### src/design/pkt_ram.sv
// Generic single-port RAM with registered read.
`default_nettype none
module pkt_ram #(
  parameter int WIDTH = 32,
  parameter int DEPTH = 4
) (
  input  logic                     clk,
  input  logic [$clog2(DEPTH)-1:0] addr,
  input  logic                     we,
  input  logic [WIDTH-1:0]         wdata,
  output logic [WIDTH-1:0]         rdata
);
  logic [WIDTH-1:0] mem [DEPTH];

  always_ff @(posedge clk) begin
    if (we) begin
      mem[addr] <= wdata;
    end
    rdata <= mem[addr];
  end
endmodule
`default_nettype wire

### config.mk
export PLATFORM = sky130hd
export DESIGN_NAME = pkt_ram
export DESIGN_NICKNAME = d
export VERILOG_FILES = /design/src/design/pkt_ram.sv
export SDC_FILE = /design/constraint.sdc
export NUM_CORES = 1
export LEC_CHECK = 0
export ABC_AREA = 1
export BUFFER_PORTS_ARGS = -buffer_cell sky130_fd_sc_hd__buf_2
export CAP_MARGIN = 20
export CORE_MARGIN = 10
export CORE_UTILIZATION = 30
export CTS_CLUSTER_DIAMETER = 100
export DETAILED_ROUTE_END_ITERATION = 6
export PLACE_DENSITY_LB_ADDON = 0.15
export SYNTH_ARGS = -nofsm -noshare
export SYNTH_HDL_FRONTEND = slang
export SYNTH_SLANG_ARGS = --single-unit
### constraint.sdc
create_clock -name clk -period 3.9 [get_ports clk]
set_clock_uncertainty 0.1 [all_clocks]
set_input_delay 0.585 -clock clk [delete_from_list [all_inputs] [get_ports clk]]
set_output_delay 0.585 -clock clk [all_outputs]
set_load 0.05 [all_outputs]
# ---- Word level (Yosys, flattened, before mapping)
# Memories as Yosys holds them, arrays and structs flattened. A register that Yosys moved wholly into a read port is not among the register bits.
# Index checks and enable logic that the tools add are counted.
# W data, S select, Z words.
dict set report word_totals {
  out_inout_bits 32
  in_bits 36
  n_memories 1
  ramBits 128
  reg_bits 0
  wordCells 3
}
# name words width rd rd_ports_with_merged_regs write_ports line_no
set memory_table {}
lappend memory_table {mem 4 32 1 1 1 13} ;# logic [WIDTH-1:0] mem [DEPTH];
dict set report op_classes {
  n_mux 2
}
# cell n
set op_table {}
lappend op_table {{$mux W1} 2}

# ---- Longest topological paths before layout
# Gate-level depths: netlist of the first run.
dict set report depth {
  word_depth 2
  ltp_mapped 7
}

# ---- Least setup slack after synthesis of the first run
# No wires, ideal clock.
dict set report synth_path {
  kind {input to register}
  startpoint {input addr[0]}
  endpoint {memory mem[1][0], enable pin}
  path_stages 4
  t_required_ns 3.339
  setup_time_ns 0.461
  t_arrival_ns 3.167
  path_slack_ns 0.172
  path_cell_list {inv_2 > buf_2 > buf_4 > nor3_1}
}
# element line_no
set synth_rtl {}
lappend synth_rtl {{start: declaration} 8} ;# input logic [$clog2(DEPTH)-1:0] addr,
lappend synth_rtl {{end: declaration} 13}
# Straight into the memory's write port.

# ---- Worst setup path in the final report of the first run
dict set report layout_path {
  startpoint {input addr[1]}
  endpoint {memory mem[3][29], enable pin}
}
# Straight into the memory's write port.

==> impl_metrics.py, run 1 <==
metrics = {
    "yosys": {
        "synth_nets": 512,
        "syn-cell-area_um2": 5710,
        "synthAdderAreaFrac": 0,
        "postSynthCellCount": 476,
        "ys_ff_latch": 160,
        "synth.avg_cell_area_um2": 12.0,
        "synth.area.mux_share": 0,
        "yosys_warnings": 0,
        "synth_xor_area_frac": 0,
        "synth-compound-area-share": 0,
        "yosys.area_share.simple": 0.193,
        "seq_area_frac_synth": 0.785,
        "synth_top_family_by_area": "simple AND/OR/NAND/NOR gates",
        "ys_types": 11,
    },
    "power": {
        "power_switching_w": 0.000879,
        "swShare": 0.222,
        "seq_power_share": 0.498,
        "p_leak_nw": 2.94,
        "combinationalPowerShare": 0.083,
        "power_w": 0.00395,
        "clockPowerShare": 0.419,
        "p_int_w": 0.00307,
        "peakVddDrop_mv": 0.327,
        "powerDensity_nw_per_um2": 569,
    },
    "clock_tree": {
        "clockBufferDepth": 2,
        "clock_latency_ps": 410,
        "clockRootBuffer": "clkbuf_16",
        "cts_tree": "built",
        "h-tree-depth": 4,
        "cts-resized-gates": 0,
        "cts_sinks": 160,
        "holdBufCountCts": 0,
        "clkTransAtPathRegs_ps": 60,
        "cts_buffers": 17,
        "cts_setup_buffers": 0,
    },
    "sta": {
        "fmax_ghz": 0.478,
        "tightest_slew_ps": 734,
        "rsz0062_at_grt": "false",
        "setup-tns-final_ps": 0,
        "worst_slack_ps": 1810,
        "relSlewSlack": 0.511,
        "fin_crit_ps": 2090,
        "hold_violations": 0,
        "slew_violations": 0,
        "final.period_utilization": 0.537,
        "final-setup-viol-count": 0,
    },
    "outcome": {
        "status": "complete, no violations",
    },
    "drt": {
        "drc_errors": 0,
        "avgRoutedWirePerCell_um": 15.0,
        "ant_nets": 0,
        "first_pass_iters": 5,
        "drt-initial-drc-count": 172,
        "totalWireLength_mm": 12.0,
        "num_vias": 3414,
        "avgViaCountPerCell": 4.27,
    },
    "worst_hold_path": {
        "worstHoldStart": "wdata[19]",
        "worstHoldEndpoint": "mem[2][19]",
        "hold_class": "primary input to register",
        "hold_depth": 1,
    },
    "final_layout": {
        "layout-drive-gt1-share": 0.193,
        "fillCellCount": 1803,
        "diodes": 0,
        "syn_to_final_growth_pct": 21.5,
        "fin_nets": 588,
        "final_cells": 799,
    },
    "critical_path": {
        "critPathKind": "primary input to register",
        "regToRegStartpoint": "mem[2][27]",
        "critical_path_required_ps": 3880,
        "crit_path_start_kind": "primary input",
        "crit_fanout": 35,
        "r2r_end": "rdata[27]",
        "critPathCaptureType": "register",
        "cp.arrival_ps": 2070,
        "r2r_cells": 4,
        "r2r_slack_ps": 3020,
    },
    "die": {
        "coreArea_um2": 18700,
        "die_x_um": 158,
        "initial_core_util": 0.305,
        "die_area_um2": 25000,
        "rows": 50,
        "die_h_um": 158,
        "io-pin-count": 68,
    },
    "placement": {
        "place_ws_ps": 1350,
        "numPortBuffers": 67,
        "dp.cells": 767,
        "dp_hpwl_mm": 7.34,
        "gp_congestion": 0.721,
    },
    "run": {
        "cap_violations": 0,
    },
    "global_routing": {
        "grt_pass1_vias": 3508,
        "track_usage": 0.101,
        "grt.overflow.total": 0,
        "antenna_found_initial": 0,
        "grt_max_degree": 67,
        "grt_pass1_wl_mm": 18.9,
    },
}
==> Yosys cell counts, drive strengths merged <==
cell	n	area [µm²]
buf	19	109
clkbuf	2	7.51
clkinv	1	3.75
dfxtp	32	641
edfxtp	128	3840
inv	2	7.50
nand2	288	1080
nor3	4	20.0
==> through the flow <==
step                      cell area, µm²  utilization  hold WS, ps
after floorplan                     5710            -          393
after detailed placement            6340        0.339          415
after CTS                           6940        0.371          267
after global routing                6940        0.371          272
final                               6940        0.371          287
after global placement              6340        0.339          411
==> metal layers <==
layer | routed length, µm | share of wire | global-route usage
met1 | 5540 | 0.46 | 0.123
met2 | 5740 | 0.48 | 0.162
met4 | 215 | 0.018 | 0.0450
met5 | 0 | 0 | 0
met3 | 507 | 0.042 | 0.0309
==> power by group through the flow <==
stage	sequential [W]	clock, W	combinational [W]
2_1_floorplan	0.00212	0	0.000112
3_3_place_gp	0.00200	0	0.000335
3_5_place_dp	0.00200	0	0.000336
4_1_cts	0.00197	0.00170	0.000337
5_1_grt	0.00198	0.00178	0.000362
6_report	0.00197	0.00166	0.000327
==> sequential cells by signal, summed over array words and instances (netlist names) <==
name	flops
rdata	32
mem	128
==> cell usage in the layout (no fill, tap or decap), types with 2 or more instances in the layout <==
cell type and n:
dfxtp_1 32, clkbuf_8 2, clkbuf_1 6, nand2_1 288
nor3_2 4, clkinv_2 3, edfxtp_1 128, bufinv_16 2
buf_4 10, buf_2 67, clkbuf_16 19
==> layout make-up <==
cell class	count	area [µm²]	area share
multi-input combinational	292	1120	0.162
sequential	160	4480	0.646
timing repair buffer	78	430	0.0620
inverter	3	11.3	0.00162
tap	234	293	0.0422
clock buffer	27	526	0.0757
clock inverter	5	75.1	0.0108
==> worst max-delay path by stage <==
stage | from | cells after the start | end | slack [ps]
3_5_place_dp | addr[1] | 6 | mem[3][28] | 1350
3_3_place_gp | addr[1] | 6 | mem[3][17] | 1300
6_report | addr[1] | 6 | mem[3][29] | 1810
4_1_cts | addr[1] | 6 | mem[3][29] | 1780
2_1_floorplan | addr[0] | 4 | mem[1][0] | 170
5_1_grt | addr[1] | 6 | mem[3][29] | 1710
==> worst max-delay path, stage by stage <==
cell      delay (ps)
buf_2             70
buf_4            370
clkinv_1         110
buf_4            290
nor3_2           250
buf_4            360
==> cell families after synthesis <==
group,Yosys count
flip-flops,160
AND/OR/NAND/NOR,292
buffers and inverters,24
Power figures use the tool's default switching activity.
==> run 2: changes to the inputs <==
==> constraint.sdc (replaced) <==
create_clock -name clk -period 2.2 [get_ports clk]
set_clock_uncertainty 0.1 [all_clocks]
set_input_delay 0.33 -clock clk [delete_from_list [all_inputs] [get_ports clk]]
set_output_delay 0.33 -clock clk [all_outputs]
set_load 0.05 [all_outputs]
==> run 2 against run 1 <==
Setup slack worse by 1100 ps. Clock-buffer cell count down 3. Final area rose by 1.7%. Utilization grew 0.62 points. Sequential cell count stayed put. Via count is 0.35% higher. First-iteration DRC count is 7.0% lower. Global-route usage grew 0.086 points. Register-to-register slack got worse by 1600 ps. Critical endpoint is now rdata[19].
==> impl_metrics.py, run 2 (synthesis gave the netlist of run 1 again) <==
metrics = {
    "final_layout": {
        "layout-drive-gt1-share": 0.203,
        "reg_top3": "mem x128, rdata x32",
        "diodes": 0,
        "final_common_cell": "nand2_1",
        "largest_register": "mem",
        "fin_nets": 590,
        "final_cell_mix": "nand2_1 (288), edfxtp_1 (128), buf_2 (67)",
        "syn_to_final_growth_pct": 23.5,
        "largest_reg_flops": 128,
        "final_util": 0.377,
        "fillCellCount": 1808,
    },
    "critical_path": {
        "critical_path_required_ps": 1770,
        "crit_fanout": 1,
        "crit_cells": 1,
        "r2r_cells": 4,
        "critPathCaptureType": "output pin",
        "cp_num_buf_inv": 1,
        "path_cells": "buf_2",
        "cp.arrival_ps": 1030,
        "critPathKind": "register to output pin",
        "crit_path_start_kind": "register",
        "slowest_stage": "dfxtp_1",
        "slowest_delay_ps": 340,
        "critPathTopFamily": "flip-flops",
    },
    "power": {
        "p_leak_nw": 2.98,
        "peakVddDrop_mv": 0.534,
        "powerDensity_nw_per_um2": 1030,
    },
    "sta": {
        "tightest_slew_ps": 453,
        "slew_violations": 0,
        "hold_violations": 0,
        "fin_hold_ws_ps": 30.5,
        "final.period_utilization": 0.664,
        "final-setup-viol-count": 0,
        "fmax_ghz": 0.684,
        "rsz0062_at_grt": "false",
        "relSlewSlack": 0.698,
        "fin_crit_ps": 1460,
    },
    "clock_tree": {
        "clock_latency_ps": 410,
        "holdBufCountCts": 0,
        "clockRootBuffer": "clkbuf_16",
        "cts_buffers": 17,
        "clkTransAtPathRegs_ps": 60,
        "cts_sinks": 160,
        "h-tree-depth": 4,
        "cts_setup_buffers": 0,
        "cts-resized-gates": 0,
        "clockBufferDepth": 2,
        "cts_tree": "built",
    },
    "global_routing": {
        "grt_pass1_vias": 3399,
        "antenna_found_initial": 0,
        "grt.overflow.total": 0,
        "grt_pass1_wl_mm": 18.8,
        "grt_max_degree": 65,
        "track_usage": 0.102,
    },
    "run": {
        "cap_violations": 0,
    },
    "die": {
        "die_h_um": 158,
        "die_x_um": 158,
        "rows": 50,
        "coreArea_um2": 18700,
        "die_area_um2": 25000,
        "io-pin-count": 68,
        "initial_core_util": 0.305,
    },
    "drt": {
        "drc_errors": 0,
        "avgRoutedWirePerCell_um": 15.2,
        "totalWireLength_mm": 12.2,
        "first_pass_iters": 7,
        "avgViaCountPerCell": 4.28,
        "ant_nets": 0,
        "num_vias": 3426,
        "drt-initial-drc-count": 160,
    },
    "placement": {
        "dp_hpwl_mm": 7.26,
        "gp_congestion": 0.707,
        "numPortBuffers": 67,
    },
    "worst_hold_path": {
        "hold_class": "primary input to register",
        "hold_depth": 1,
    },
    "outcome": {
        "status": "complete, no violations",
    },
}
==> run 2: final cells by class <==
type | count | area, µm² | area share
clock buffer | 24 | 503 | 0.0713
clock inverter | 8 | 149 | 0.0211
inverter | 3 | 11.3 | 0.00160
multi-input combinational | 292 | 1150 | 0.162
sequential | 160 | 4480 | 0.635
tap | 234 | 293 | 0.0415
timing repair buffer | 80 | 470 | 0.0667
==> run 2: where the power goes <==
| part | total (W) | switching, W | internal (W) |
|---|---|---|---|
| sequential | 0.00349 | 0.0000383 | 0.00345 |
| clock | 0.00319 | 0.00113 | 0.00206 |
| combinational | 0.000593 | 0.000450 | 0.000143 |
==> run 2: metrics by stage <==
stage	cells	instance area, µm²	setup TNS, ps	setup WS [ps]	power [W]
finish	801	7060	0	739	0.00727
CTS	801	7060	0	681	0.00737
global placement	769	6400	0	498	0.00415
detailed placement	769	6400	0	430	0.00416
floorplan	476	5730	-38230	-328	0.00395
global route	801	7060	0	691	0.00755
==> run 2: path summary, 6_finish.rpt <==
kind | slack (ps) | to | start
max reg2reg | 1380 | rdata[27] | mem[2][27]
min | 30 | mem[1][16] | wdata[16]
min reg2reg | 420 | rdata[3] | mem[0][3]
max | 740 | rdata[19] | rdata[19]
==> run 2: metal layers <==
metal,up-vias,part of all wire,GRT usage
met2,65,0.49,0.165
met4,0,0.012,0.0379
met5,-,0,0
met1,1641,0.46,0.121
met3,9,0.045,0.0377
li1,1711,-,-
