===== src/design/pkt_pkg.sv =====
// Shared types, constants and saturation helpers for the pixel Kalman tracker.
`default_nettype none
package pkt_pkg;

  // Track status codes.
  localparam logic [1:0] ST_UNINIT = 2'd0;
  localparam logic [1:0] ST_TRACK  = 2'd1;
  localparam logic [1:0] ST_LOST   = 2'd2;

  // Configuration register indexes.
  localparam logic [1:0] REG_MEASURE_NOISE = 2'd0;
  localparam logic [1:0] REG_ACCEL_NOISE   = 2'd1;
  localparam logic [1:0] REG_MISS_THRESH   = 2'd2;

  localparam logic signed [23:0] DT_DEFAULT = 24'sd2163;     // 0.033 s in Q7.16
  localparam logic signed [47:0] P_POS_INIT = 48'sd6553600;  // 100 in Q.16
  localparam logic signed [47:0] P_VEL_INIT = 48'sd65536000; // 1000 in Q.16
  localparam logic signed [23:0] NO_TRACK   = -24'sd256;     // -1.0 in Q15.8

  localparam logic [31:0] MEASURE_NOISE_RST = 32'd65536;
  localparam logic [31:0] ACCEL_NOISE_RST   = 32'd65536;
  localparam logic [7:0]  MISS_THRESH_RST   = 8'd10;

  // Request to the rounding multiplier.
  typedef struct packed {
    logic       start;
    logic [4:0] sh;      // right shift after product, 1..31
    logic       narrow;  // saturate to 24-bit range instead of 48-bit
  } mul_req_t;

  // Symmetric saturation of a 52-bit sum to +-(2^47-1).
  function automatic logic signed [47:0] sat48(input logic signed [51:0] v);
    logic signed [47:0] r;
    if (!v[51] && (v[50:47] != 4'h0)) begin
      r = 48'sh7FFF_FFFF_FFFF;
    end else if (v[51] && ((v[50:47] != 4'hF) || (v[46:0] == '0))) begin
      r = 48'sh8000_0000_0001;
    end else begin
      r = v[47:0];
    end
    return r;
  endfunction

  // Symmetric saturation of a 52-bit sum to +-(2^31-1).
  function automatic logic signed [31:0] sat32(input logic signed [51:0] v);
    logic signed [31:0] r;
    if (!v[51] && (v[50:31] != '0)) begin
      r = 32'sh7FFF_FFFF;
    end else if (v[51] && ((v[50:31] != '1) || (v[30:0] == '0))) begin
      r = 32'sh8000_0001;
    end else begin
      r = v[31:0];
    end
    return r;
  endfunction

endpackage
`default_nettype wire


===== src/design/pkt_mul.sv =====
// Multi-cycle signed multiplier: 32x32 partial products, round half away, saturate.
`default_nettype none
module pkt_mul (
  input  logic                clk,
  input  logic                rst,
  input  pkt_pkg::mul_req_t   req,
  input  logic signed [63:0]  a,
  input  logic signed [63:0]  b,
  output logic                done,
  output logic signed [47:0]  res
);
  import pkt_pkg::*;

  typedef enum logic [1:0] {M_IDLE, M_RUN, M_RND} mstate_t;

  mstate_t      state;
  logic [63:0]  ua, ub;
  logic         neg;
  logic [4:0]   sh_r;
  logic         narrow_r;
  logic [127:0] acc;
  logic [63:0]  prod;
  logic [2:0]   step;

  logic [31:0]  sel_a, sel_b;
  logic [1:0]   pidx;
  logic [6:0]   shamt;
  logic [127:0] rnd_sum, quo, lim, mag;

  always_comb begin
    sel_a   = step[1] ? ua[63:32] : ua[31:0];
    sel_b   = step[0] ? ub[63:32] : ub[31:0];
    pidx    = 2'(step - 3'd1);
    shamt   = {pidx[1] & pidx[0], pidx[1] ^ pidx[0], 5'b0};
    rnd_sum = acc + (128'd1 << (sh_r - 5'd1));
    quo     = rnd_sum >> sh_r;
    lim     = narrow_r ? 128'h7F_FFFF : 128'h7FFF_FFFF_FFFF;
    mag     = (quo > lim) ? lim : quo;
  end

  always_ff @(posedge clk) begin
    if (rst) begin
      state <= M_IDLE;
      done  <= 1'b0;
    end else begin
      done <= 1'b0;
      unique case (state)
        M_IDLE: begin
          if (req.start) begin
            ua       <= a[63] ? 64'(-a) : 64'(a);
            ub       <= b[63] ? 64'(-b) : 64'(b);
            neg      <= a[63] ^ b[63];
            sh_r     <= req.sh;
            narrow_r <= req.narrow;
            acc      <= '0;
            step     <= '0;
            state    <= M_RUN;
          end
        end
        M_RUN: begin
          if (step < 3'd4) begin
            prod <= sel_a * sel_b;
          end
          if (step != 3'd0) begin
            acc <= acc + ({64'b0, prod} << shamt);
          end
          if (step == 3'd4) begin
            state <= M_RND;
          end
          step <= step + 3'd1;
        end
        M_RND: begin
          res   <= neg ? -$signed(mag[47:0]) : $signed(mag[47:0]);
          done  <= 1'b1;
          state <= M_IDLE;
        end
        default: state <= M_IDLE;
      endcase
    end
  end
endmodule
`default_nettype wire


===== config.mk =====
export PLATFORM = sky130hd
export DESIGN_NAME = pkt_mul
export DESIGN_NICKNAME = d
export VERILOG_FILES = /design/src/design/pkt_pkg.sv /design/src/design/pkt_mul.sv
export SDC_FILE = /design/constraint.sdc
export NUM_CORES = 2
export LEC_CHECK = 0
export BUFFER_PORTS_ARGS = -buffer_cell sky130_fd_sc_hd__buf_2
export CORE_MARGIN = 5
export CORE_UTILIZATION = 62
export DETAILED_ROUTE_END_ITERATION = 6
export PLACE_DENSITY = 0.81
export SLEW_MARGIN = 5
export SYNTH_ARGS = -nofsm -noshare
export SYNTH_HDL_FRONTEND = slang
export SYNTH_SLANG_ARGS = --single-unit

===== constraint.sdc =====
create_clock -name clk -period 45.4 [get_ports clk]
set_input_delay 4.54 -clock clk [delete_from_list [all_inputs] [get_ports clk]]
set_output_delay 4.54 -clock clk [all_outputs]
set_load 0.05 [all_outputs]

# == Word-level counts from Yosys, hierarchy flattened ==
# Cells that the tools add are included.
# totals
regBits,381
# classes
addsub,8
n_reduce_logical,9
shift,3
n_mux,16
multipliers,1
magnitude_cmp,2
n_eq_ne,6
bitwise_logic,4
# op_table
cell,n
adder 128 bit,2
two-way mux 128 bit,2
case mux 128 bit (2 select lines),1
> comparator 128 x 47 -> 1 bit,1
negator 64 bit,2
left shift 1 x 5 -> 128 bit (first input constant),1
left shift 64 x 7 -> 128 bit,1
right shift 128 x 5 -> 128 bit,1
two-way mux 63 bit,2
two-way mux 48 bit,2
multiplier 32 x 32 -> 64 bit,1
two-way mux 32 bit,2
negator 48 bit,1
two-way mux 47 bit,1
AND reduction 3 bit,3
inequality test 2 bit (second input constant),3
case mux 3 bit (2 select lines),1
subtractor 5 x 1 -> 5 bit (second input constant),1
two-way mux 2 bit,2
case mux 2 bit (2 select lines),1
AND reduction 2 bit,2
AND reduction 4 bit,1
adder 3 x 1 -> 3 bit (second input constant),1
== test 3 bit (second input constant),1
other kinds (12),13

# == Depth between registers and ports, before layout ==
# depth
ltp_word,8
depth_mapped,58
mapped_depth_nobuf,43

# == Least setup slack after synthesis ==
# OpenSTA, ideal clock, no wires.
# synth_path
path_type,input-to-reg
from,input port rst
to,register narrow_r (enable)
path_buffers,0
arrival_ns,18.624
t_required_ns,44.383
path_slack_ns,25.759
setup_ns,1.017
cell_stages,1
path_cell_list,nor4b_1
# synth_between
elab_chain_len,2
# synth_lines
element,line,rtl
"start, declared",pkt_mul.sv:5,"input logic rst,"
inverter 1 bit (no line),--,
AND reduction 3 bit (no line),--,
"end signal, assigned",pkt_mul.sv:54,narrow_r <= req.narrow;
"end, declared",pkt_mul.sv:20,logic narrow_r;
# No other way between the ends.
# A chain may end at the register's enable or synchronous reset.

# == Final worst setup path ==
# layout_path
from,register sh_r[1]
to,"register res[40], data pin"
# layout_between
elab_chain_len,8
# layout_lines
element,line,rtl
"start, declared",pkt_mul.sv:19,logic [4:0] sh_r;
"start signal, assigned",pkt_mul.sv:53,sh_r <= req.sh;
subtractor 5 x 1 -> 5 bit,pkt_mul.sv:35,rnd_sum = acc + (128'd1 << (sh_r - 5'd1));
left shift 1 x 5 -> 128 bit,pkt_mul.sv:35,
adder 128 bit,pkt_mul.sv:35,
right shift 128 x 5 -> 128 bit *,pkt_mul.sv:36,quo = rnd_sum >> sh_r;
> comparator 128 x 47 -> 1 bit,pkt_mul.sv:38,mag = (quo > lim) ? lim : quo;
two-way mux 48 bit *,pkt_mul.sv:38,
via mag[0],pkt_mul.sv:28,"logic [127:0] rnd_sum, quo, lim, mag;"
negator 48 bit *,pkt_mul.sv:73,res <= neg ? -$signed(mag[47:0]) : $signed(mag[47:0]);
two-way mux 48 bit *,pkt_mul.sv:73,
"end signal, assigned",pkt_mul.sv:73,
"end, declared",pkt_mul.sv:10,output logic signed [47:0] res
# Mark *: on every way through the listed nets, which the timed path passes. The rest lies on a longest branch.

==> run metrics <==
DRC viols 3; fin crit share 0.286; All-Layer GR Usage 0.448; first-pass detailed-route iteration total 7; Layout area overhead 5.18%; final net count 9982; final hold vios 0; worst r2r path cells 42; vias in the first global route 68486; Seq/Total Area, Yosys 0.157; die height 353 µm; Seq cells post-synth 381; fin crit period 13.00 ns; Mapped Area 72800 µm²; Syn Nets 10096; vias post-DR 69172; Total Die Area 124000 µm²; clock skew 0.0342 ns; clk_lat worst skew 0.67 ns; Setup Buffers After CTS 0; top cells by area, synth fa_1, edfxtp_1, ha_1, nand2_1, inv_1; Yosys Warn Count 0; delay-heaviest family, CP compound AO/OA/AOI/OAI gates; core area 116000 µm²; Die Wd 353 µm; clock tree buffer depth 3; fraction of registers with async set/reset 0; Peak Freq 76.9 MHz; HPWL after DPL 226000 µm; clock-pin slew on the worst setup and hold paths 0.08 ns; top-area cell type share of the netlist area 0.247; DRT iter0 DRCs 9338; failing checks DRC, capacitance limit, slew limit; H-tree levels 2; largest area contributor in the synthesized netlist fa_1; Startpoint Class flip-flop; post-place setup slack 32.74 ns; routed len/inst 28.3 µm; detailed-route wire length 285000 µm; Port Buf Inserts 185; Final Util 0.658; layout cells sized above 1 0.0743; buffers and inverters on the worst path 3; Setup TNS Final 0 ns; antenna viol nets, final 0; Crit path arrival time 13.51 ns; CP Capture Type flip-flop; RSZ-0062 raised after global routing no; max incr delay on CP 0.83 ns; Max FO, Critical Path 35; Site Rows 125; final slew viol count 1; Main synth FF type edfxtp_1; global-route wire length before repair 425000 µm; max-cap violations 1; PnR worst setup slack 32.40 ns; post-synthesis cell count 8609; EDFF count, synth 378; antenna violations before repair 25; TritonCTS clock tree built; Top-Level Pins 186; Synth top cells by count nand2_1, inv_1, fa_1, nor2_1, ha_1; Slowest-stage cell, CP a311oi_1; Post-CTS Resized 0; Avg Inst Size Synth 8.46 µm²; WS Path Type flip-flop to flip-flop; CP Depth 42; worst slew pin tran 1.47 ns; Filler cells 9275; Starting Density 0.626; Routability Congestion 1.11; CTS Sinks 381; post-synth cell types 119; GRT Residual Overflow 0; count leader, synth nand2_1; hold path cells 1; Via density 6.87; clk root buf clkbuf_16; relative slew slack -0.00510; TritonCTS Buffers 48; largest net degree at the start of global routing 100; CP required 45.90 ns; status finished, violations left; CTS Hold Bufs 0; Final setup viols 0; Hold Path Class flip-flop to flip-flop
## path summary, 6_finish.rpt
path                                       startpoint           endpoint  slack, ns
worst min-delay path            state[1]$_SDFFE_PP0P_    done$_SDFF_PP0_       0.57
worst max register to register      sh_r[1]$_DFFE_PP_  res[40]$_DFFE_PP_      32.40
worst min register to register  state[1]$_SDFFE_PP0P_    done$_SDFF_PP0_       0.57
worst max-delay path                sh_r[1]$_DFFE_PP_  res[40]$_DFFE_PP_      32.40
## cells in the final DEF (no fill, tap or decap), drive strengths merged, types with 29 or more instances in the layout
| cell type | n |
|---|---|
| nand2 | 1223 |
| inv | 1094 |
| fa | 898 |
| nor2 | 704 |
| ha | 452 |
| edfxtp | 378 |
| a21oi | 376 |
| buf | 317 |
| o21ai | 313 |
| xnor2 | 306 |
| nand3 | 179 |
| a21o | 170 |
| mux2i | 161 |
| nor3 | 150 |
| nand4 | 134 |
| and2 | 111 |
| xor2 | 94 |
| mux2 | 89 |
| a211oi | 74 |
| and3 | 74 |
| o31ai | 71 |
| or3 | 70 |
| nand2b | 65 |
| nor2b | 62 |
| o22ai | 61 |
| o211ai | 61 |
| o21a | 59 |
| a31oi | 57 |
| or4 | 57 |
| nor4 | 56 |
| clkbuf | 55 |
| o21bai | 43 |
| mux4 | 33 |
| a211o | 30 |
| or2 | 29 |
## metal layers
| layer | part of all wire | wire length [µm] | global-route usage | vias up |
|---|---|---|---|---|
| met5 | 0.00099 | 283 | 0.00962 | - |
| li1 | - | - | - | 29122 |
| met4 | 0.067 | 19000 | 0.234 | 16 |
| met2 | 0.41 | 118000 | 0.650 | 5255 |
| met3 | 0.15 | 43800 | 0.168 | 1174 |
| met1 | 0.36 | 104000 | 0.585 | 33605 |
## state kept, by name, indices dropped and copies added, names as in the netlist, 2 cells and up
signal  cells
acc       128
prod       64
ua         64
ub         64
res        48
sh_r        5
step        3
state       2
## per-stage QoR
| stage | instances | hold WS, ns | cell area (µm²) |
|---|---|---|---|
| floorplan | 8609 | 0.493 | 72800 |
| global placement | 9969 | 0.542 | 74900 |
| detailed placement | 9969 | 0.554 | 74900 |
| CTS | 10055 | 0.568 | 76500 |
| global route | 10057 | 0.607 | 76500 |
| finish | 10076 | 0.573 | 76600 |
## kinds of logic after synthesis
family / count (synthesis) / share of synthesized area
AOI/OAI and AO/OA: 1638 / 0.152
xor gates and xnor gates: 400 / 0.0481
adders and majority gates: 1350 / 0.325
buffers and inverters: 1569 / 0.0822
DFF: 381 / 0.157
muxes: 283 / 0.0462
and+or+nand+nor: 2988 / 0.190
## cell type report
class / count / area [µm²] / share of cell area
well taps: 1524 / 1910 / 0.0249
flip-flops and latches: 381 / 11400 / 0.149
multi-input cells: 6659 / 55600 / 0.726
clock inverters: 31 / 404 / 0.00528
clock buffers: 55 / 1230 / 0.0160
repair buffers: 317 / 1930 / 0.0252
diodes: 21 / 52.6 / 0.000686
inverters: 1088 / 4080 / 0.0533
Power is left out: the tool's default activity adds up to more than one toggle a clock period on the data nets, which glitch-free logic cannot reach.
