**src/design/pkt_div.sv**
```systemverilog
// Restoring divider, one quotient bit per cycle, truncates toward zero.
`default_nettype none
module pkt_div (
  input  logic               clk,
  input  logic               rst,
  input  logic               start,
  input  logic signed [63:0] num,
  input  logic [47:0]        den,   // must be nonzero
  output logic               done,
  output logic signed [63:0] quo
);
  logic        busy;
  logic [63:0] n;
  logic [47:0] rem, d;
  logic        neg;
  logic [6:0]  cnt;
  logic [48:0] rs;
  logic        ge;

  always_comb begin
    rs = {rem, n[63]};
    ge = rs >= {1'b0, d};
  end

  always_ff @(posedge clk) begin
    if (rst) begin
      busy <= 1'b0;
      done <= 1'b0;
    end else begin
      done <= 1'b0;
      if (!busy) begin
        if (start) begin
          n    <= num[63] ? 64'(-num) : 64'(num);
          neg  <= num[63];
          d    <= den;
          rem  <= '0;
          cnt  <= '0;
          busy <= 1'b1;
        end
      end else if (cnt == 7'd64) begin
        quo  <= neg ? -$signed(n) : $signed(n);
        done <= 1'b1;
        busy <= 1'b0;
      end else begin
        rem <= ge ? 48'(rs - {1'b0, d}) : rs[47:0];
        n   <= {n[62:0], ge};
        cnt <= cnt + 7'd1;
      end
    end
  end
endmodule
`default_nettype wire

```
**config.mk**
```make
export PLATFORM = sky130hd
export DESIGN_NAME = pkt_div
export DESIGN_NICKNAME = d
export VERILOG_FILES = /design/src/design/pkt_div.sv
export SDC_FILE = /design/constraint.sdc
export NUM_CORES = 1
export LEC_CHECK = 0
export BUFFER_PORTS_ARGS = -buffer_cell sky130_fd_sc_hd__buf_2
export CAP_MARGIN = 20
export CORE_ASPECT_RATIO = 0.8
export CORE_MARGIN = 3
export CORE_UTILIZATION = 40
export CTS_CLUSTER_DIAMETER = 50
export CTS_CLUSTER_SIZE = 16
export DETAILED_ROUTE_END_ITERATION = 8
export GPL_TIMING_DRIVEN = 0
export PLACE_DENSITY = 0.55
export SLEW_MARGIN = 20
export SYNTH_ARGS = -nofsm -noshare
export SYNTH_HDL_FRONTEND = slang
export SYNTH_SLANG_ARGS = --single-unit
export TNS_END_PERCENT = 5
```
**constraint.sdc**
```tcl
create_clock -name clk -period 14.7 [get_ports clk]
set_input_delay 0 -clock clk [delete_from_list [all_inputs] [get_ports clk]]
set_output_delay 0 -clock clk [all_outputs]
set_load 0.05 [all_outputs]
```
Word level (Yosys, flattened, before mapping)
Cells that the tools add are included.
{"block": "classes", "muxes": 16, "n_eq_ne": 2, "n_reduce_logical": 5, "bitwise_logic": 2, "order_cmp": 1, "n_addsub": 4}
{"operator": "64-bit two-way mux", "count": 5}
{"operator": "48-bit two-way mux", "count": 4}
{"operator": "64-bit negation", "count": 2}
{"operator": "49-bit by 48-bit greater-or-equal comparator with 1-bit output", "count": 1}
{"operator": "48-bit subtractor", "count": 1}
{"operator": "7-bit two-way mux", "count": 3}
{"operator": "3-bit AND reduction", "count": 3}
{"operator": "7-bit by 1-bit adder with 7-bit output, second input constant", "count": 1}
{"operator": "7-bit == test, second input constant", "count": 1}
{"operator": "1-bit two-way mux", "count": 4}
{"operator": "2-bit != test, second input constant", "count": 1}
{"operator": "1-bit NOT", "count": 2}
{"operator": "2-bit nonzero test", "count": 1}
{"operator": "2-bit OR reduction", "count": 1}
{"block": "totals", "inputBits": 115, "output_inout_bits": 65, "elab_cells": 38, "regBits": 234}

Logic depth before layout (Yosys ltp)
Gate-level depths: netlist (run 1).
{"block": "logic_depth", "ltp_word": 4, "ltp_mapped": 15, "mapped_depth_nobuf": 13}

Worst setup path before layout (run 1)
No wires, ideal clock.
{"block": "synth_timing", "path_type": "reg-to-reg", "from": "register busy", "to": "register cnt[0], enable pin", "path_stages_with_launch": 5, "slack_ps": 6476, "setup_ps": 622, "synth_period_minus_slack_ps": 8224, "arrival_time_ps": 7602, "n_path_buf": 2, "required_time_ps": 14078, "path_cell_list": "dfxtp_1 -> clkbuf_1 -> clkbuf_1 -> nor3b_1 -> o21bai_1"}
{"block": "synth_between", "elab_chain_cells": 2, "word_cells_on_any_way": 3, "cone_classes": "eq/ne: 1; reduce/logical: 2"}
{"item": "start: declaration", "line": "12", "source": "logic busy;"}
{"item": "start signal: assignment", "line": "27", "source": "busy <= 1'b0;"}
{"item": "start signal: assignment", "line": "38", "source": "busy <= 1'b1;"}
{"item": "start signal: assignment", "line": "43", "source": "busy <= 1'b0;"}
{"item": "2-bit != test (no source line) / 2-bit nonzero test (equally long branches)"}
{"item": "3-bit AND reduction (no source line) (*)"}
{"item": "end signal: assignment", "line": "47", "source": "cnt <= cnt + 7'd1;"}
{"item": "end: declaration", "line": "16", "source": "logic [6:0] cnt;"}
Every way passes the cells marked *; elsewhere a longest branch is shown, timed or not.
A chain may end at the register's enable or synchronous reset.

Worst setup path after layout (run 1)
{"block": "layout_timing", "from": "register rem[7]", "to": "register rem[27] (data pin)"}
{"block": "layout_between", "elab_chain_cells": 4, "word_cells_on_any_way": 5, "cone_classes": "add/sub: 1; order compare: 1; mux: 3"}
{"item": "start: declaration", "line": "14", "source": "logic [47:0] rem, d;"}
{"item": "start signal: assignment", "line": "45", "source": "rem <= ge ? 48'(rs - {1'b0, d}) : rs[47:0];"}
{"item": "48-bit subtractor / 49-bit by 48-bit greater-or-equal comparator with 1-bit output (equally long branches)", "line": "45, 22"}
{"item": "48-bit two-way mux (*)", "line": "45"}
{"item": "48-bit two-way mux (*)", "line": "40", "source": "end else if (cnt == 7'd64) begin"}
{"item": "48-bit two-way mux (*)", "line": "31", "source": "if (!busy) begin"}
Every way passes the cells marked *; elsewhere a longest branch is shown, timed or not. The select of a mux whose other input is x is not followed.

==> results of run 1 <==
==> worst paths after layout <==
path                   startpoint                     to  slack [ps]  depth (start not counted)
max          rem[7]$_SDFFCE_PN0P_  rem[27]$_SDFFCE_PN0P_        9760                         13
min                        den[5]         d[5]$_DFFE_PP_         150                          2
max reg2reg  rem[7]$_SDFFCE_PN0P_  rem[27]$_SDFFCE_PN0P_        9760                         13
min reg2reg       n[63]$_DFFE_PP_      quo[63]$_DFFE_PP_         590                          1
==> stage by stage <==
stage | instances | cell area, um^2 | util (%)
6_report | 2203 | 18100 | 53.0
5_1_grt | 2203 | 18100 | 53.0
4_1_cts | 2203 | 18100 | 53.0
3_5_place_dp | 2024 | 15900 | 46.4
3_3_place_gp | 2007 | 15600 | 45.7
2_1_floorplan | 1363 | 14200 | -
==> sequential cells by signal (all words and copies together) (netlist names) <==
signal,cells
busy,1
cnt,7
d,48
done,1
n,64
neg,1
quo,64
rem,48
==> layer usage <==
layer	vias up	part of all wire (%)
met5	-	0
met4	0	2.4
met3	55	6.6
met2	379	41
met1	5661	50
li1	5725	-
==> layout by cell type (no fill, tap or decap), types with 5 or more instances in the layout <==
cell type and count:
or2_1 5, nand2b_1 10, nor2b_1 11, buf_2 182
nand4_1 19, edfxtp_1 232, mux2_2 6, o41ai_1 17
nor3_1 16, a21oi_1 59, o31ai_1 36, inv_1 72
nand3_1 25, inv_8 6, nand2_1 137, o21ai_1 64
or3_1 21, clkbuf_1 59, buf_1 5, and2_1 5
a31oi_1 5, xor2_1 68, a211oi_1 12, o21a_1 5
or4_1 21, nor2_1 83, o31ai_2 5, nor4_1 6
clkbuf_16 29, dlygate4sd3_1 127, xnor2_1 102, buf_4 10
o21ai_0 80, ha_1 52, mux2i_1 38, o21bai_1 8
a21o_1 22
==> cell families after synthesis <==
group           share of synthesized area (%)
compound gates                           14.6
xor+xnor                                 10.5
fa+ha+maj                                4.73
buf+inv                                  3.60
flops                                    49.5
mux                                      3.16
simple gates                             13.9
==> cells in the mapped netlist, types with 4 or more instances <==
cell type / count / area (um^2)
a211oi_1: 12 / 90.1
a21o_1: 22 / 165
a21oi_1: 59 / 295
a31oi_1: 5 / 31.3
and2_1: 5 / 31.3
and3_1: 4 / 25.0
and4_1: 4 / 35.0
buf_1: 5 / 18.8
clkbuf_1: 55 / 206
edfxtp_1: 232 / 6970
ha_1: 52 / 651
inv_1: 72 / 270
mux2_2: 6 / 67.6
mux2i_1: 38 / 380
nand2_1: 137 / 514
nand2b_1: 10 / 62.6
nand3_1: 25 / 125
nand4_1: 19 / 119
nor2_1: 83 / 312
nor2b_1: 11 / 68.8
nor3_1: 16 / 80.1
nor3b_1: 5 / 37.5
nor4_1: 6 / 37.5
o21a_1: 5 / 37.5
o21ai_0: 80 / 400
o21ai_1: 64 / 320
o21bai_1: 9 / 67.6
o31ai_1: 36 / 270
o31ai_2: 5 / 62.6
o41ai_1: 17 / 149
or2_1: 5 / 31.3
or2_2: 4 / 25.0
or3_1: 21 / 131
or4_1: 21 / 158
xnor2_1: 102 / 893
xor2_1: 68 / 596
==> power by group <==
group,internal (mW),switching (mW)
logic,0.195,0.264
clock network,0.411,0.314
registers,0.808,0.0402
==> final cells by class <==
cell class | count | share of cell area, %
Clock buffer | 33 | 4.08
Tap cell | 465 | 3.21
Inverter | 72 | 1.49
Multi-Input combinational cell | 994 | 36.8
Buffer | 63 | 1.32
Timing Repair Buffer | 323 | 13.2
Sequential cell | 234 | 38.6
Clock inverter | 19 | 1.26
==> repair_timing <==
item,in CTS,in global routing
buffers inserted,0,0
endpoints found under the hold margin,120,0
hold buffers,127,0
==> impl_metrics.yaml, run 1 <==
outcome:
  outcome: "finished, final reports clean"
floorplan:
  dieArea_um2: 37700
  rows: 60
  ios: 180
  start_util_pct: 41.4
  die_h_um: 174
  die_w_um: 216
  fp.coreArea_um2: 34200
power_and_ir_drop:
  design_power_total_mw: 2.03
  power.density_nw_per_um2: 112
  peakVddDrop_mv: 0.0690
  leakagePower_nw: 6.98
detailed_routing:
  antenna_left: 0
  viasPerCell: 5.37
  drtPass1Iterations: 5
  routedWlPerCell_um: 18.6
  drcViolationCount: 0
  drtIter0Drc: 959
  drt_wl_total_um: 40900
  num_vias: 11800
clock_network:
  clk_transition_reported_paths_ps: 70
  htreeDepth: 1
  cts.path.max_buffers: 3
  cts_resized: 0
  clk_latency_ps: 550
  numCtsBuffers: 28
  cts_tree: "done"
  cts-root-buf: "clkbuf_16"
  cts.sinks: 234
timing:
  fmax_mhz: 203
  rsz0062_at_grt: "false"
  setup_tns_ps: 0
  slew_viol_final: 0
  fin_ws_ps: 9760
  finClkSkew_ps: 13.2
  hold_viol_final: 0
  tightest_slew_ps: 952
  whs_ps: 151
  min_period_ps: 4940
  setup_viol: 0
  slew_headroom_pct: 36.6
  finalCritPeriodShare_pct: 33.6
layout:
  area_delta_synth_final_pct: 28.0
  insertedDiodeCount: 0
  drive_gt1_share_pct: 15.9
  nets: 1884
  multi_input_area_um2: 6670
  fillers: 3200
  seqCellArea_um2: 7010
global_route:
  antenna_found_initial: 0
  grt_pass1_vias: 11300
  grt_use_met3_pct: 3.50
  overflow: 0
  grt_usage_pct: 21.5
  grt_max_degree: 25
  use_met2_pct: 30.8
  top_usage_layer: "met1"
  met1_usage_pct: 33.8
  grt_first_pass_wirelength_um: 64900
logic_synthesis:
  syn_area_um2: 14200
  synth_seq_cells: 234
  yosysSeqAreaShare_pct: 49.5
  synth.avg_cell_area_um2: 10.4
  synthCells: 1363
  yosysUniqueCellTypes: 62
  yosysWarnings: 0
  async_reset_ff_share_pct: 0
  ys.flop_type: "edfxtp_1"
  synth-edff-count: 232
  synth_fp_nets: 1531
critical_path:
  path_buf_inv: 3
  crit_family: "compound AO/OA/AOI/OAI gates"
  worst-setup-path-type: "reg -> reg"
  cp-end-kind: "flop"
  cp.required_ps: 14990
  critical_path.max_fanout: 10
  cp-start-kind: "flop"
  path_cells: "ha_1 > clkbuf_1 > nand4_1 > a21oi_1 > o211ai_1 > a21oi_1 > a21boi_1 > o21ai_1 > a211o_1 > clkbuf_1 > clkbuf_1 > mux2i_1 > nor2_1"
  cpMaxStageDelayCell: "clkbuf_1"
  arrival_ps: 5220
  path_common_cell: "clkbuf_1"
  cp_slowest_stage_delay_ps: 700
min_path:
  hp-class: "in -> reg"
placement:
  dp_hpwl_um: 30100
  port-buffer-count: 179
  gp_congestion: 0.896
  place_ws_ps: 9820
run:
  maxCapViolCount: 0
(Power assumes the default switching activity.)
==> run 2, diff against run 1 <==
ABC_AREA = 1   (was default)
PLACE_DENSITY = 0.54   (was 0.55)
clock period = 4.8 ns   (was 14.7 ns; I/O delays follow)
==> impl_metrics.yaml, run 2 <==
logic_synthesis:
  synth_seq_cells: 234
  synth-edff-count: 232
  post_synth_most_frequent_cells: "nand2_1 (758), inv_1 (457), nor2_1 (341), edfxtp_1 (232), nand3_1 (171)"
  synthAdderAreaFrac_pct: 3.76
  async_reset_ff_share_pct: 0
  synthCells: 2573
  synth.avg_cell_area_um2: 6.94
  yosys.area_share.simple_pct: 35.5
  synthMuxAreaShare_pct: 0
  synth_compound_area_share_pct: 5.35
  synth_top_area_share_pct: 39.0
  yosysTopAreaCell: "edfxtp_1"
  yosysMostFrequentCell: "nand2_1"
  ys.flop_type: "edfxtp_1"
  syn_area_um2: 17900
  yosysWarnings: 0
  yosysUniqueCellTypes: 46
  yosysSeqAreaShare_pct: 39.2
  synthXorXnorAreaFrac_pct: 4.37
  synth_area_leaders: "edfxtp_1 (39%), nand2_1 (16%), inv_1 (9.6%), nor2_1 (7.2%), nand3_1 (4.8%)"
  synth_top_family_by_area: "simple AND/OR/NAND/NOR gates"
  synth_fp_nets: 2741
timing:
  finClkSkew_ps: 16.9
  slew_viol_final: 0
  tightest_slew_ps: 972
  fmax_mhz: 325
  slew_headroom_pct: 35.2
  hold_viol_final: 0
  min_period_ps: 3080
  setup_viol: 0
  finalCritPeriodShare_pct: 64.2
  fin_ws_ps: 1720
  rsz0062_at_grt: "false"
detailed_routing:
  drcViolationCount: 0
  drt_wl_total_um: 68000
  routedWlPerCell_um: 19.3
  drtPass1Iterations: 5
  drtIter0Drc: 2020
  viasPerCell: 5.18
  num_vias: 18200
  antenna_left: 0
floorplan:
  die_h_um: 195
  fp.coreArea_um2: 43600
  rows: 68
  die_w_um: 242
  start_util_pct: 40.9
  ios: 180
  dieArea_um2: 47200
clock_network:
  cts_setup_buffers: 0
  cts_tree: "done"
  clk_latency_ps: 570
  cts-root-buf: "clkbuf_16"
  cts.path.max_buffers: 3
  numCtsBuffers: 27
  cts.sinks: 234
  htreeDepth: 1
  clk_transition_reported_paths_ps: 70
power_and_ir_drop:
  power.density_nw_per_um2: 281
  comb_power_share_pct: 24.6
  design_power_total_mw: 6.10
  pwr-share-seq_pct: 40.6
  peakVddDrop_mv: 0.268
  p_clk_share_pct: 34.8
  switchingPower_mw: 2.04
  leakagePower_nw: 10.2
  intPower_mw: 4.06
  swShare_pct: 33.5
placement:
  place_ws_ps: 1820
  dp_hpwl_um: 55700
  gp_congestion: 1.05
  port-buffer-count: 179
layout:
  drive_gt1_share_pct: 11.8
  nets: 3069
  biggestRegsByFlops: "n (64), quo (64)"
  fillers: 4476
  final_cell_mix: "nand2_1 (758), inv_1 (457), nor2_1 (341)"
  seqCellArea_um2: 7010
  insertedDiodeCount: 0
  multi_input_area_um2: 8770
  final_common_cell: "nand2_1"
  utilization_pct: 49.7
  area_delta_synth_final_pct: 21.6
global_route:
  grt_pass1_vias: 16400
  overflow: 0
  grt_first_pass_wirelength_um: 101000
  grt_usage_pct: 28.2
  antenna_found_initial: 0
  grt_max_degree: 25
critical_path:
  arrival_ps: 3400
  crit_start: "rem[29]$_SDFFCE_PN0P_"
  critical_path.max_fanout: 10
  cp-end-kind: "flop"
  cp-endpoint: "rem[32]$_SDFFCE_PN0P_"
  worst-setup-path-type: "reg -> reg"
  worstReg2RegStart: "rem[29]$_SDFFCE_PN0P_"
  cp.required_ps: 5120
  r2r-end: "rem[32]$_SDFFCE_PN0P_"
  cp-start-kind: "flop"
  rr_worst_depth: 15
  rrSetupSlack_ps: 1720
run:
  maxCapViolCount: 0
min_path:
  hp-class: "in -> reg"
outcome:
  outcome: "finished, final reports clean"
-- run 2: cell types whose count changed after synthesis, moves of 90 or more --
cell,before,now
nand2_1,137,758
inv_1,72,457
nor2_1,83,341
nand3_1,25,171
xnor2_1,102,8
nand4_1,19,109
-- run 2: area by class of cell --
type | count | share of cell area [%]
sequential | 234 | 32.3
buffer | 58 | 1.42
timing repair buffer | 299 | 10.0
tap | 595 | 3.43
clock buffer | 29 | 3.15
multi-input combinational | 1804 | 40.4
clock inverter | 20 | 1.06
inverter | 477 | 8.25
-- run 2: what timing repair did --
| action | 4_1_cts | 5_1_grt |
|---|---|---|
| resized for setup | 0 | 0 |
| hold endpoints to repair | 106 | 0 |
| hold buffers | 101 | 0 |
-- run 2: routing by layer --
metal | vias up | share of wire [%] | global-route usage, %
li1 | 8866 | - | -
met1 | 8410 | 53 | 48.3
met2 | 860 | 33 | 33.2
met3 | 67 | 13 | 8.50
met4 | 0 | 1.6 | 4.47
met5 | - | 0 | 0
-- run 2: worst min path at each step --
stage / from / to / slack, ps / cells past startpoint
2_1_floorplan: rst / busy$_SDFF_PP0_ / 70 / 1
3_3_place_gp: den[28] / d[28]$_DFFE_PP_ / 180 / 1
3_5_place_dp: den[11] / d[11]$_DFFE_PP_ / 180 / 1
4_1_cts: num[25] / n[25]$_DFFE_PP_ / 10 / 5
5_1_grt: num[25] / n[25]$_DFFE_PP_ / 80 / 5
6_report: num[25] / n[25]$_DFFE_PP_ / 40 / 5
-- run 2: critical path, cell delays in order (launching register included) --
cell and delay, ps:
edfxtp_1 390, ha_1 440, nand2_1 110, nand2_1 80, nand2_1 60, nand2_1 180, inv_2 90, nand2_1 80
clkinv_1 50, nand2_1 170, a21oi_1 360, buf_2 400, buf_6 200, nand4_1 100, nand2_1 70, nor2_1 40
-- run 2: through the flow --
stage                     TNS, ps  std cells  hold slack, ps  instance area (um^2)
after global routing            0       3516            75.8                 21700
after detailed placement        0       3366             178                 19800
final                           0       3516            35.5                 21700
after global placement    -621600       3347             176                 19500
after CTS                       0       3516            9.57                 21700
after floorplan            -64230       2573            69.1                 17900
-- run 2: power by group through the flow --
stage,sequential [mW],clock (mW),combinational [mW]
global route,2.49,2.24,1.66
finish,2.48,2.12,1.50
detailed placement,2.52,0,1.39
CTS,2.48,2.17,1.46
floorplan,2.50,0,0.880
global placement,2.54,0,1.35
-- run 2: cells by family (layout without fill, tap and decap cells) --
logic type	count (synthesis)	after routing
AOI/OAI and AO/OA	179	179
xor gates and xnor gates	89	89
adders and majority gates	53	53
buffers and inverters	535	883
DFF	234	234
and+or+nand+nor	1483	1483
